===== config.mk =====
export PLATFORM = sky130hd
export DESIGN_NAME = timing_wheel_timer_table
export DESIGN_NICKNAME = d
export VERILOG_FILES = /design/src/hdl/twtt_pkg.sv /design/src/hdl/twtt_ctrl.sv /design/src/hdl/twtt_datapath.sv /design/src/hdl/timing_wheel_timer_table.sv
export VERILOG_INCLUDE_DIRS = /design/src /design/src/hdl
export SDC_FILE = /design/constraint.sdc
export NUM_CORES = 2
export LEC_CHECK = 0
export ABC_AREA = 1
export ABC_CLOCK_PERIOD_IN_PS = 4000
export BUFFER_PORTS_ARGS = -buffer_cell sky130_fd_sc_hd__buf_4
export CORE_MARGIN = 3
export CORE_UTILIZATION = 50
export DETAILED_ROUTE_END_ITERATION = 8
export GPL_ROUTABILITY_DRIVEN = 0
export HOLD_SLACK_MARGIN = 0.08
export PLACE_DENSITY = 0.68
export REMOVE_ABC_BUFFERS = 1
export SYNTH_ARGS = -nofsm -noshare
export SYNTH_HDL_FRONTEND = slang
export SYNTH_SLANG_ARGS = --single-unit

===== constraint.sdc =====
create_clock -name clock -period 4 [get_ports clock]
set_clock_uncertainty 0.05 [all_clocks]
set_input_delay 0.4 -clock clock [delete_from_list [all_inputs] [get_ports clock]]
set_output_delay 0.4 -clock clock [all_outputs]
set_load 0.02 [all_outputs]

===== src/hdl/assert_macros.svh =====
// Assertion macros shared by the timer table RTL.
// Depends on nothing; included by files that carry concurrent assertions.
`ifndef ASSERT_MACROS_SVH
`define ASSERT_MACROS_SVH

// Clocked property with a reset that disables checking.
`define ASSERT_CLK(lbl, clk, rst, prop, msg) \
   lbl: assert property (@(posedge clk) disable iff (rst) (prop)) else $error(msg);

// A condition that must never hold outside reset.
`define ASSERT_NEVER(lbl, clk, rst, expr, msg) \
   `ASSERT_CLK(lbl, clk, rst, !(expr), msg)

`endif


===== src/hdl/twtt_pkg.sv =====
// Types and codes shared by the timing wheel timer table modules.
// Depends on nothing; imported by the controller, the datapath and the top level.
package twtt_pkg;

   typedef enum logic [1:0] {
      OP_ADD     = 2'd0,
      OP_REFRESH = 2'd1,
      OP_CANCEL  = 2'd2,
      OP_TICK    = 2'd3
   } op_type;

   localparam logic [2:0] KIND_DONE      = 3'd0;
   localparam logic [2:0] KIND_FIRED     = 3'd1;
   localparam logic [2:0] KIND_NOT_FOUND = 3'd2;
   localparam logic [2:0] KIND_FULL      = 3'd3;
   localparam logic [2:0] KIND_REPLACED  = 3'd4;

   typedef enum logic [2:0] {
      ST_IDLE,
      ST_SCAN,
      ST_LOAD,
      ST_REDUCE,
      ST_FINISH
   } state_type;

   typedef struct packed {
      logic capture;
      logic scan;
      logic load;
      logic reduce;
      logic finish;
   } ctl_cmd_type;

   typedef struct packed {
      op_type op;
      logic   scan_done;
      logic   found;
      logic   free;
      logic   sum_ge;
   } dp_status_type;

endpackage


===== src/hdl/twtt_ctrl.sv =====
// Sequencing state machine of the timer table: scan, deadline reduction, finish.
// Depends on twtt_pkg for the state, command and status types.
module twtt_ctrl (
   input  logic                      clock,
   input  logic                      reset,
   input  logic                      start,
   input  twtt_pkg::dp_status_type   status,
   output twtt_pkg::ctl_cmd_type     cmd,
   output logic                      busy
);
   import twtt_pkg::*;

   state_type state_ff, state_in;
   logic      need_deadline;

   // Add with a target entry and refresh of a stored id compute a new deadline.
   assign need_deadline = ((status.op == OP_ADD) && (status.found || status.free)) ||
                          ((status.op == OP_REFRESH) && status.found);

   always_comb begin
      state_in = state_ff;
      unique case (state_ff)
         ST_IDLE: begin
            if (start) state_in = ST_SCAN;
         end
         ST_SCAN: begin
            if (status.scan_done) state_in = need_deadline ? ST_LOAD : ST_FINISH;
         end
         ST_LOAD: begin
            state_in = ST_REDUCE;
         end
         ST_REDUCE: begin
            if (!status.sum_ge) state_in = ST_FINISH;
         end
         ST_FINISH: begin
            state_in = ST_IDLE;
         end
         default: begin
            state_in = ST_IDLE;
         end
      endcase
   end

   always_comb begin
      cmd         = '0;
      busy        = 1'b1;
      unique case (state_ff)
         ST_IDLE: begin
            busy        = 1'b0;
            cmd.capture = start;
         end
         ST_SCAN:   cmd.scan   = 1'b1;
         ST_LOAD:   cmd.load   = 1'b1;
         ST_REDUCE: cmd.reduce = 1'b1;
         ST_FINISH: cmd.finish = 1'b1;
         default:   busy       = 1'b1;
      endcase
   end

   always_ff @(posedge clock) begin
      if (reset) begin
         state_ff <= ST_IDLE;
      end else begin
         state_ff <= state_in;
      end
   end

endmodule


===== src/hdl/twtt_datapath.sv =====
// Datapath of the timer table: entry memories, valid bits, scan pipeline,
// deadline reduction and result register. Depends on twtt_pkg.
module twtt_datapath #(
   parameter int WHEEL_SLOTS   = 64,
   parameter int TABLE_ENTRIES = 32
) (
   input  logic                    clock,
   input  logic                    reset,
   input  twtt_pkg::ctl_cmd_type   cmd,
   output twtt_pkg::dp_status_type status,
   input  logic [1:0]              req_op,
   input  logic [31:0]             req_timer_id,
   input  logic [5:0]              req_timeout,
   output logic                    rsp_valid,
   output logic [2:0]              rsp_kind,
   output logic [31:0]             rsp_fired_id,
   output logic                    rsp_last
);
   import twtt_pkg::*;

   localparam int TW = $clog2(WHEEL_SLOTS);
   localparam int SW = $clog2(WHEEL_SLOTS + 63);
   localparam int AW = (TABLE_ENTRIES > 1) ? $clog2(TABLE_ENTRIES) : 1;
   localparam int CW = $clog2(TABLE_ENTRIES + 1);

   // Entry stores, each with one write and one registered read port.
   logic [31:0]   ident_mem_ff    [TABLE_ENTRIES];
   logic [5:0]    delay_mem_ff    [TABLE_ENTRIES];
   logic [TW-1:0] deadline_mem_ff [TABLE_ENTRIES];
   logic          cancel_mem_ff   [TABLE_ENTRIES];

   logic [TABLE_ENTRIES-1:0] valid_ff, valid_in;

   op_type        op_ff, op_in;
   logic [31:0]   id_ff, id_in;
   logic [5:0]    timeout_ff, timeout_in;
   logic [TW-1:0] tick_ff, tick_in;
   logic [CW-1:0] rd_idx_ff, rd_idx_in;
   logic          chk_ff, chk_in;
   logic [AW-1:0] chk_idx_ff, chk_idx_in;
   logic          found_ff, found_in;
   logic [AW-1:0] found_idx_ff, found_idx_in;
   logic [5:0]    found_delay_ff, found_delay_in;
   logic          free_ff, free_in;
   logic [AW-1:0] free_idx_ff, free_idx_in;
   logic [SW-1:0] sum_ff, sum_in;
   logic          rsp_valid_ff, rsp_valid_in;
   logic [2:0]    rsp_kind_ff, rsp_kind_in;
   logic [31:0]   rsp_id_ff, rsp_id_in;
   logic          rsp_last_ff, rsp_last_in;

   logic [31:0]   rd_ident_ff;
   logic [TW-1:0] rd_deadline_ff;
   logic [5:0]    rd_delay_ff;
   logic          rd_cancel_ff;
   logic          rd_valid_ff;

   logic          rd_en;
   logic [AW-1:0] rd_addr;
   logic [AW-1:0] wr_addr;
   logic          we_ident, we_delay, we_deadline, we_cancel;
   logic          cancel_data;
   logic          sum_ge;
   logic [5:0]    delay_sel;

   assign rd_en     = cmd.scan && (rd_idx_ff != CW'(TABLE_ENTRIES));
   assign rd_addr   = rd_idx_ff[AW-1:0];
   assign sum_ge    = sum_ff >= SW'(WHEEL_SLOTS);
   assign delay_sel = (op_ff == OP_ADD) ? timeout_ff : found_delay_ff;
   assign wr_addr   = found_ff ? found_idx_ff : free_idx_ff;

   assign status.op        = op_ff;
   assign status.scan_done = (rd_idx_ff == CW'(TABLE_ENTRIES)) && !chk_ff;
   assign status.found     = found_ff;
   assign status.free      = free_ff;
   assign status.sum_ge    = sum_ge;

   assign rsp_valid    = rsp_valid_ff;
   assign rsp_kind     = rsp_kind_ff;
   assign rsp_fired_id = rsp_id_ff;
   assign rsp_last     = rsp_last_ff;

   always_comb begin
      op_in          = op_ff;
      id_in          = id_ff;
      timeout_in     = timeout_ff;
      tick_in        = tick_ff;
      rd_idx_in      = rd_idx_ff;
      chk_in         = 1'b0;
      chk_idx_in     = chk_idx_ff;
      found_in       = found_ff;
      found_idx_in   = found_idx_ff;
      found_delay_in = found_delay_ff;
      free_in        = free_ff;
      free_idx_in    = free_idx_ff;
      sum_in         = sum_ff;
      valid_in       = valid_ff;
      rsp_valid_in   = 1'b0;
      rsp_kind_in    = rsp_kind_ff;
      rsp_id_in      = rsp_id_ff;
      rsp_last_in    = rsp_last_ff;
      we_ident       = 1'b0;
      we_delay       = 1'b0;
      we_deadline    = 1'b0;
      we_cancel      = 1'b0;
      cancel_data    = 1'b0;

      if (cmd.capture) begin
         op_in      = op_type'(req_op);
         id_in      = req_timer_id;
         timeout_in = req_timeout;
         rd_idx_in  = '0;
         found_in   = 1'b0;
         free_in    = 1'b0;
         if (op_type'(req_op) == OP_TICK) begin
            tick_in = (tick_ff == TW'(WHEEL_SLOTS - 1)) ? '0 : tick_ff + 1'b1;
         end
      end

      if (rd_en) begin
         rd_idx_in  = rd_idx_ff + 1'b1;
         chk_in     = 1'b1;
         chk_idx_in = rd_addr;
      end

      // One entry read last cycle is examined here.
      if (chk_ff) begin
         if (op_ff == OP_TICK) begin
            if (rd_valid_ff && (rd_deadline_ff == tick_ff)) begin
               valid_in[chk_idx_ff] = 1'b0;
               if (!rd_cancel_ff) begin
                  rsp_valid_in = 1'b1;
                  rsp_kind_in  = KIND_FIRED;
                  rsp_id_in    = rd_ident_ff;
                  rsp_last_in  = 1'b0;
               end
            end
         end else begin
            if (rd_valid_ff && (rd_ident_ff == id_ff) && !found_ff) begin
               found_in       = 1'b1;
               found_idx_in   = chk_idx_ff;
               found_delay_in = rd_delay_ff;
            end
            if (!rd_valid_ff && !free_ff) begin
               free_in     = 1'b1;
               free_idx_in = chk_idx_ff;
            end
         end
      end

      if (cmd.load) begin
         sum_in = SW'(tick_ff) + SW'(delay_sel);
      end

      if (cmd.reduce && sum_ge) begin
         sum_in = sum_ff - SW'(WHEEL_SLOTS);
      end

      if (cmd.finish) begin
         rsp_valid_in = 1'b1;
         rsp_last_in  = 1'b1;
         rsp_id_in    = id_ff;
         rsp_kind_in  = KIND_DONE;
         unique case (op_ff)
            OP_ADD: begin
               if (found_ff) begin
                  rsp_kind_in = KIND_REPLACED;
                  we_delay    = 1'b1;
                  we_deadline = 1'b1;
                  we_cancel   = 1'b1;
               end else if (free_ff) begin
                  valid_in[free_idx_ff] = 1'b1;
                  we_ident    = 1'b1;
                  we_delay    = 1'b1;
                  we_deadline = 1'b1;
                  we_cancel   = 1'b1;
               end else begin
                  rsp_kind_in = KIND_FULL;
               end
            end
            OP_REFRESH: begin
               if (found_ff) we_deadline = 1'b1;
               else          rsp_kind_in = KIND_NOT_FOUND;
            end
            OP_CANCEL: begin
               if (found_ff) begin
                  we_cancel   = 1'b1;
                  cancel_data = 1'b1;
               end else begin
                  rsp_kind_in = KIND_NOT_FOUND;
               end
            end
            OP_TICK: begin
               rsp_id_in = '0;
            end
            default: begin
               rsp_kind_in = KIND_DONE;
            end
         endcase
      end
   end

   always_ff @(posedge clock) begin
      if (rd_en) begin
         rd_ident_ff    <= ident_mem_ff[rd_addr];
         rd_delay_ff    <= delay_mem_ff[rd_addr];
         rd_deadline_ff <= deadline_mem_ff[rd_addr];
         rd_cancel_ff   <= cancel_mem_ff[rd_addr];
         rd_valid_ff    <= valid_ff[rd_addr];
      end
      if (we_ident)    ident_mem_ff[wr_addr]    <= id_ff;
      if (we_delay)    delay_mem_ff[wr_addr]    <= timeout_ff;
      if (we_deadline) deadline_mem_ff[wr_addr] <= sum_ff[TW-1:0];
      if (we_cancel)   cancel_mem_ff[wr_addr]   <= cancel_data;
   end

   always_ff @(posedge clock) begin
      if (reset) begin
         valid_ff     <= '0;
         tick_ff      <= '0;
         rd_idx_ff    <= '0;
         chk_ff       <= 1'b0;
         found_ff     <= 1'b0;
         free_ff      <= 1'b0;
         rsp_valid_ff <= 1'b0;
         op_ff        <= OP_TICK;
      end else begin
         valid_ff     <= valid_in;
         tick_ff      <= tick_in;
         rd_idx_ff    <= rd_idx_in;
         chk_ff       <= chk_in;
         found_ff     <= found_in;
         free_ff      <= free_in;
         rsp_valid_ff <= rsp_valid_in;
         op_ff        <= op_in;
      end
   end

   always_ff @(posedge clock) begin
      id_ff          <= id_in;
      timeout_ff     <= timeout_in;
      chk_idx_ff     <= chk_idx_in;
      found_idx_ff   <= found_idx_in;
      found_delay_ff <= found_delay_in;
      free_idx_ff    <= free_idx_in;
      sum_ff         <= sum_in;
      rsp_kind_ff    <= rsp_kind_in;
      rsp_id_ff      <= rsp_id_in;
      rsp_last_ff    <= rsp_last_in;
   end

endmodule


===== src/hdl/timing_wheel_timer_table.sv =====
// Top level of the hashed timing wheel timer table.
// Depends on twtt_pkg, twtt_ctrl, twtt_datapath and assert_macros.svh.
//
// A request is taken when start is high and busy is low; results come back on
// the rsp_ ports, each valid for exactly one cycle while rsp_valid is high, and
// the receiver cannot stall them, so it must take every strobed result. Add,
// refresh and cancel give one result with rsp_last set; a tick gives one fired
// result per expiring live timer, in table order, and then a done result with
// rsp_last set and rsp_fired_id zero. Every request walks the timer table one
// entry per cycle through the registered read port of the entry memories. An
// add that stores an entry and a refresh that finds its id also compute the
// new deadline modulo WHEEL_SLOTS by repeated subtraction: a load step, a
// subtraction step each time the sum reaches WHEEL_SLOTS, and a final check
// step. There is no clearing pass after reset; the valid bits clear at once.

`include "assert_macros.svh"

module timing_wheel_timer_table #(
   parameter int WHEEL_SLOTS   = 64,
   parameter int TABLE_ENTRIES = 32
) (
   input  logic        clock,
   input  logic        reset,
   input  logic        start,
   output logic        busy,
   input  logic [1:0]  req_op,
   input  logic [31:0] req_timer_id,
   input  logic [5:0]  req_timeout,
   output logic        rsp_valid,
   output logic [2:0]  rsp_kind,
   output logic [31:0] rsp_fired_id,
   output logic        rsp_last
);
   import twtt_pkg::*;

   // Commands flow from the controller to the datapath, status flows back.
   ctl_cmd_type   cmd;
   dp_status_type status;

   twtt_ctrl u_ctrl (
      .clock  (clock),
      .reset  (reset),
      .start  (start),
      .status (status),
      .cmd    (cmd),
      .busy   (busy)
   );

   twtt_datapath #(
      .WHEEL_SLOTS   (WHEEL_SLOTS),
      .TABLE_ENTRIES (TABLE_ENTRIES)
   ) u_datapath (
      .clock        (clock),
      .reset        (reset),
      .cmd          (cmd),
      .status       (status),
      .req_op       (req_op),
      .req_timer_id (req_timer_id),
      .req_timeout  (req_timeout),
      .rsp_valid    (rsp_valid),
      .rsp_kind     (rsp_kind),
      .rsp_fired_id (rsp_fired_id),
      .rsp_last     (rsp_last)
   );

   // An accepted request keeps the block busy and shows no result in the next
   // cycle, since the first table read has not come back yet.
   `ASSERT_CLK(a_accept_busy, clock, reset, (start && !busy) |=> (busy && !rsp_valid), "accepted request did not start work")

   // Only fired results of a tick come without the last flag.
   `ASSERT_CLK(a_notlast_fired, clock, reset, (rsp_valid && !rsp_last) |-> (rsp_kind == KIND_FIRED), "non-final result is not a fired timer")

   // Fired results appear only while the block is still busy with the tick.
   `ASSERT_NEVER(a_fired_idle, clock, reset, rsp_valid && !rsp_last && !busy, "fired result outside a tick scan")

   // The final result of one request is never directly followed by another result.
   `ASSERT_CLK(a_last_gap, clock, reset, (rsp_valid && rsp_last) |=> !rsp_valid, "result right after a final result")

endmodule

==> results.yml <==
global_route:
  first_global_vias: 43095
  grtUsageTotal_pct: 26.2
  gr-total-overflow: 0
  grt_max_degree: 185
  antenna_found_initial: 8
  grt_pass1_wl_um: 271000
layout:
  area_delta_synth_final_pct: 12.6
  nFillCells: 10636
  fin_cells: 7774
  drive_gt1_share_pct: 8.46
  final_nets: 5940
logic_synthesis:
  synthAdderAreaFrac_pct: 0.291
  synth_ff_type: "edfxtp_1"
  synth_top_family_by_area: "simple AND/OR/NAND/NOR gates"
  synth_edf_count: 1587
  yosys_warnings: 0
  synthXorXnorAreaFrac_pct: 0.209
  ys_ff_latch: 1641
  synth-seq-area-share_pct: 72.6
  synth-simple-area-share_pct: 16.9
  synthArstFlopShare_pct: 0
  ys_types: 39
  post_synth.cell_area_avg_um2: 11.6
  synthMuxAreaShare_pct: 0
  synth_compound_area_share_pct: 7.03
  syn_inst: 5810
  syn_area_um2: 67100
sta:
  slew_headroom_pct: 15.8
  worstMarginPinSlew_ps: 1260
  slew_violations: 0
  rsz0062_at_grt: "no"
  setup_viol: 0
  period_needed_ps: 3490
  post-route-period-util_pct: 87.3
  whs_ps: 285
  timing.final.ws_setup_ps: 507
  final-hold-violation-count: 0
  fmax_ghz: 0.286
drt:
  wire_per_inst_um: 23.4
  routed_wl_um: 182000
  drtPass1Iterations: 6
  dr_wl_met3_um: 20600
  first_iter_violations: 6272
  dr.max_layer_used: "met5"
  drc: 0
  wl_met1_um: 73200
  avgViaCountPerCell: 5.84
  num_vias: 45364
  ant_nets: 0
  wl_met2_um: 83000
floorplanning:
  ioPinCount: 81
  die_x_um: 372
  placementRows: 133
  coreArea_um2: 132000
  die_y_um: 372
  die_area_um2: 139000
  start_util_pct: 50.7
pwr:
  power.density_nw_per_um2: 495
  leakage_nw: 27.0
  total_power_mw: 37.4
  ir_worst_vdd_uv: 561
setup_path:
  cp.required_ps: 4350
  worstPathMaxFanout: 32
  worstPathArrival_ps: 3840
  end_kind: "flip-flop"
  cp-start-kind: "flip-flop"
  critPathKind: "reg -> reg"
place:
  pre_cts_slack_ps: 721
  numPortBuffers: 80
  dpl.hpwl_um: 102000
  dp.cells: 7427
clock_network:
  cts_num_sinks: 1641
  h-tree-depth: 4
  cts_tree: "yes"
  clk_latency_ps: 780
  cts_made_buffers: 166
  root_buffer: "clkbuf_16"
  max-clock-path-buffers: 3
  cts_setup_buffers: 0
  path_clk_slew_ps: 60
status:
  outcome: "finished, final reports clean"
worst_hold_path:
  holdCritPathClass: "in -> reg"
job:
  cap_viol_max_count: 0
state kept, by name (all words and copies together) (netlist names), 3 cells and up:
| name | count |
|---|---|
| u_datapath.cancel_mem_ff | 32 |
| u_datapath.rsp_fired_id | 32 |
| u_datapath.free_idx_ff | 5 |
| u_datapath.rd_ident_ff | 32 |
| u_datapath.found_idx_ff | 5 |
| u_ctrl.state_ff | 3 |
| u_datapath.chk_idx_ff | 5 |
| u_datapath.deadline_mem_ff | 192 |
| u_datapath.delay_mem_ff | 192 |
| u_datapath.sum_ff | 7 |
| u_datapath.rd_delay_ff | 6 |
| u_datapath.rd_deadline_ff | 6 |
| u_datapath.found_delay_ff | 6 |
| u_datapath.id_ff | 32 |
| u_datapath.rd_idx_ff | 6 |
| u_datapath.ident_mem_ff | 1024 |
| u_datapath.timeout_ff | 6 |
| u_datapath.rsp_kind | 3 |
| u_datapath.tick_ff | 6 |
| u_datapath.valid_ff | 32 |
worst max-delay path: stages (launching register included):
cell and delay, ps:
dfxtp_1 540, inv_2 170, or2_0 230, o21ai_0 220, inv_1 140, nor2_1 600, nand2_1 450, nor2_4 160
buf_4 500
final cells by class:
type / instances / area, um2 / area share [%]
Antenna cell: 3 / 7.51 / 0.00993
Clock buffer: 211 / 4420 / 5.84
Clock inverter: 91 / 895 / 1.18
Inverter: 102 / 410 / 0.543
Multi-Input combinational cell: 3715 / 16600 / 21.9
Sequential cell: 1641 / 48800 / 64.5
Tap cell: 1755 / 2200 / 2.90
Timing Repair Buffer: 256 / 2340 / 3.09
stage by stage:
step	setup TNS (ps)	utilization (%)	cell area (um2)
after floorplan	-3378870	-	65500
after global placement	0	52.7	69900
after detailed placement	0	52.7	69900
after CTS	0	57.1	75600
after global routing	0	57.1	75600
final	0	57.1	75600
Yosys cell counts, types with 33 or more instances:
library cell	number	share of area (%)
nor2_1	579	3.2
a21oi_1	419	3.1
o31ai_1	189	2.1
buf_1	33	0.18
dfxtp_1	54	1.6
inv_1	96	0.54
clkbuf_1	136	0.76
nand2_1	1781	10
buf_2	159	1.2
edfxtp_1	1587	71
nand3_1	444	3.3
o21ai_0	223	1.7
cells in the final DEF (no fill, tap or decap), types with 6 or more instances in the layout:
cell and instances:
a21oi_1 419, buf_12 25, buf_4 189, bufinv_16 16
clkbuf_1 40, clkbuf_16 170, clkinv_1 34, clkinv_2 32
dfxtp_1 49, dlygate4sd3_1 42, edfxtp_1 1587, ha_1 14
inv_1 86, inv_2 8, inv_6 6, nand2_1 1780
nand3_1 444, nor2_1 549, nor2_2 6, nor2_4 27
nor3_1 13, o21ai_0 223, o31ai_1 189, xnor2_1 13
final timing paths:
check | slack (ps) | cells after the start | startpoint | end
max | 510 | 8 | u_datapath.found_ff | u_datapath.ident_mem_ff[29][30]
min | 290 | 2 | req_timer_id[12] | u_datapath.id_ff[12]
max reg2reg | 510 | 8 | u_datapath.found_ff | u_datapath.ident_mem_ff[29][30]
min reg2reg | 370 | 0 | u_datapath.rd_delay_ff[5] | u_datapath.found_delay_ff[5]
routing by layer:
layer,global-route usage [%],up-vias
met4,8.34,2
li1,-,20492
met2,40.0,2479
met5,0,-
met3,5.98,378
met1,37.3,22013
report_power, final:
group	switching [mW]	internal, mW	total (mW)	leakage, nW
clock	6.43	8.85	15.3	2.60
sequential	0.150	19.0	19.2	14.8
combinational	2.17	0.780	2.95	9.59
logic make-up after synthesis:
| family | count (synthesis) |
|---|---|
| AND/OR/NAND/NOR | 2840 |
| XOR/XNOR | 16 |
| flip-flops | 1641 |
| adder cells (fa/ha/maj) | 15 |
| buffers and inverters | 454 |
| AO/OA/AOI/OAI | 844 |
timing repair:
action | in CTS | in global routing
gates resized for setup | 0 | 0
hold buffers | 42 | 0
endpoints found under the hold margin | 79 | 0
No activity file was read; power rests on OpenSTA's default activity.
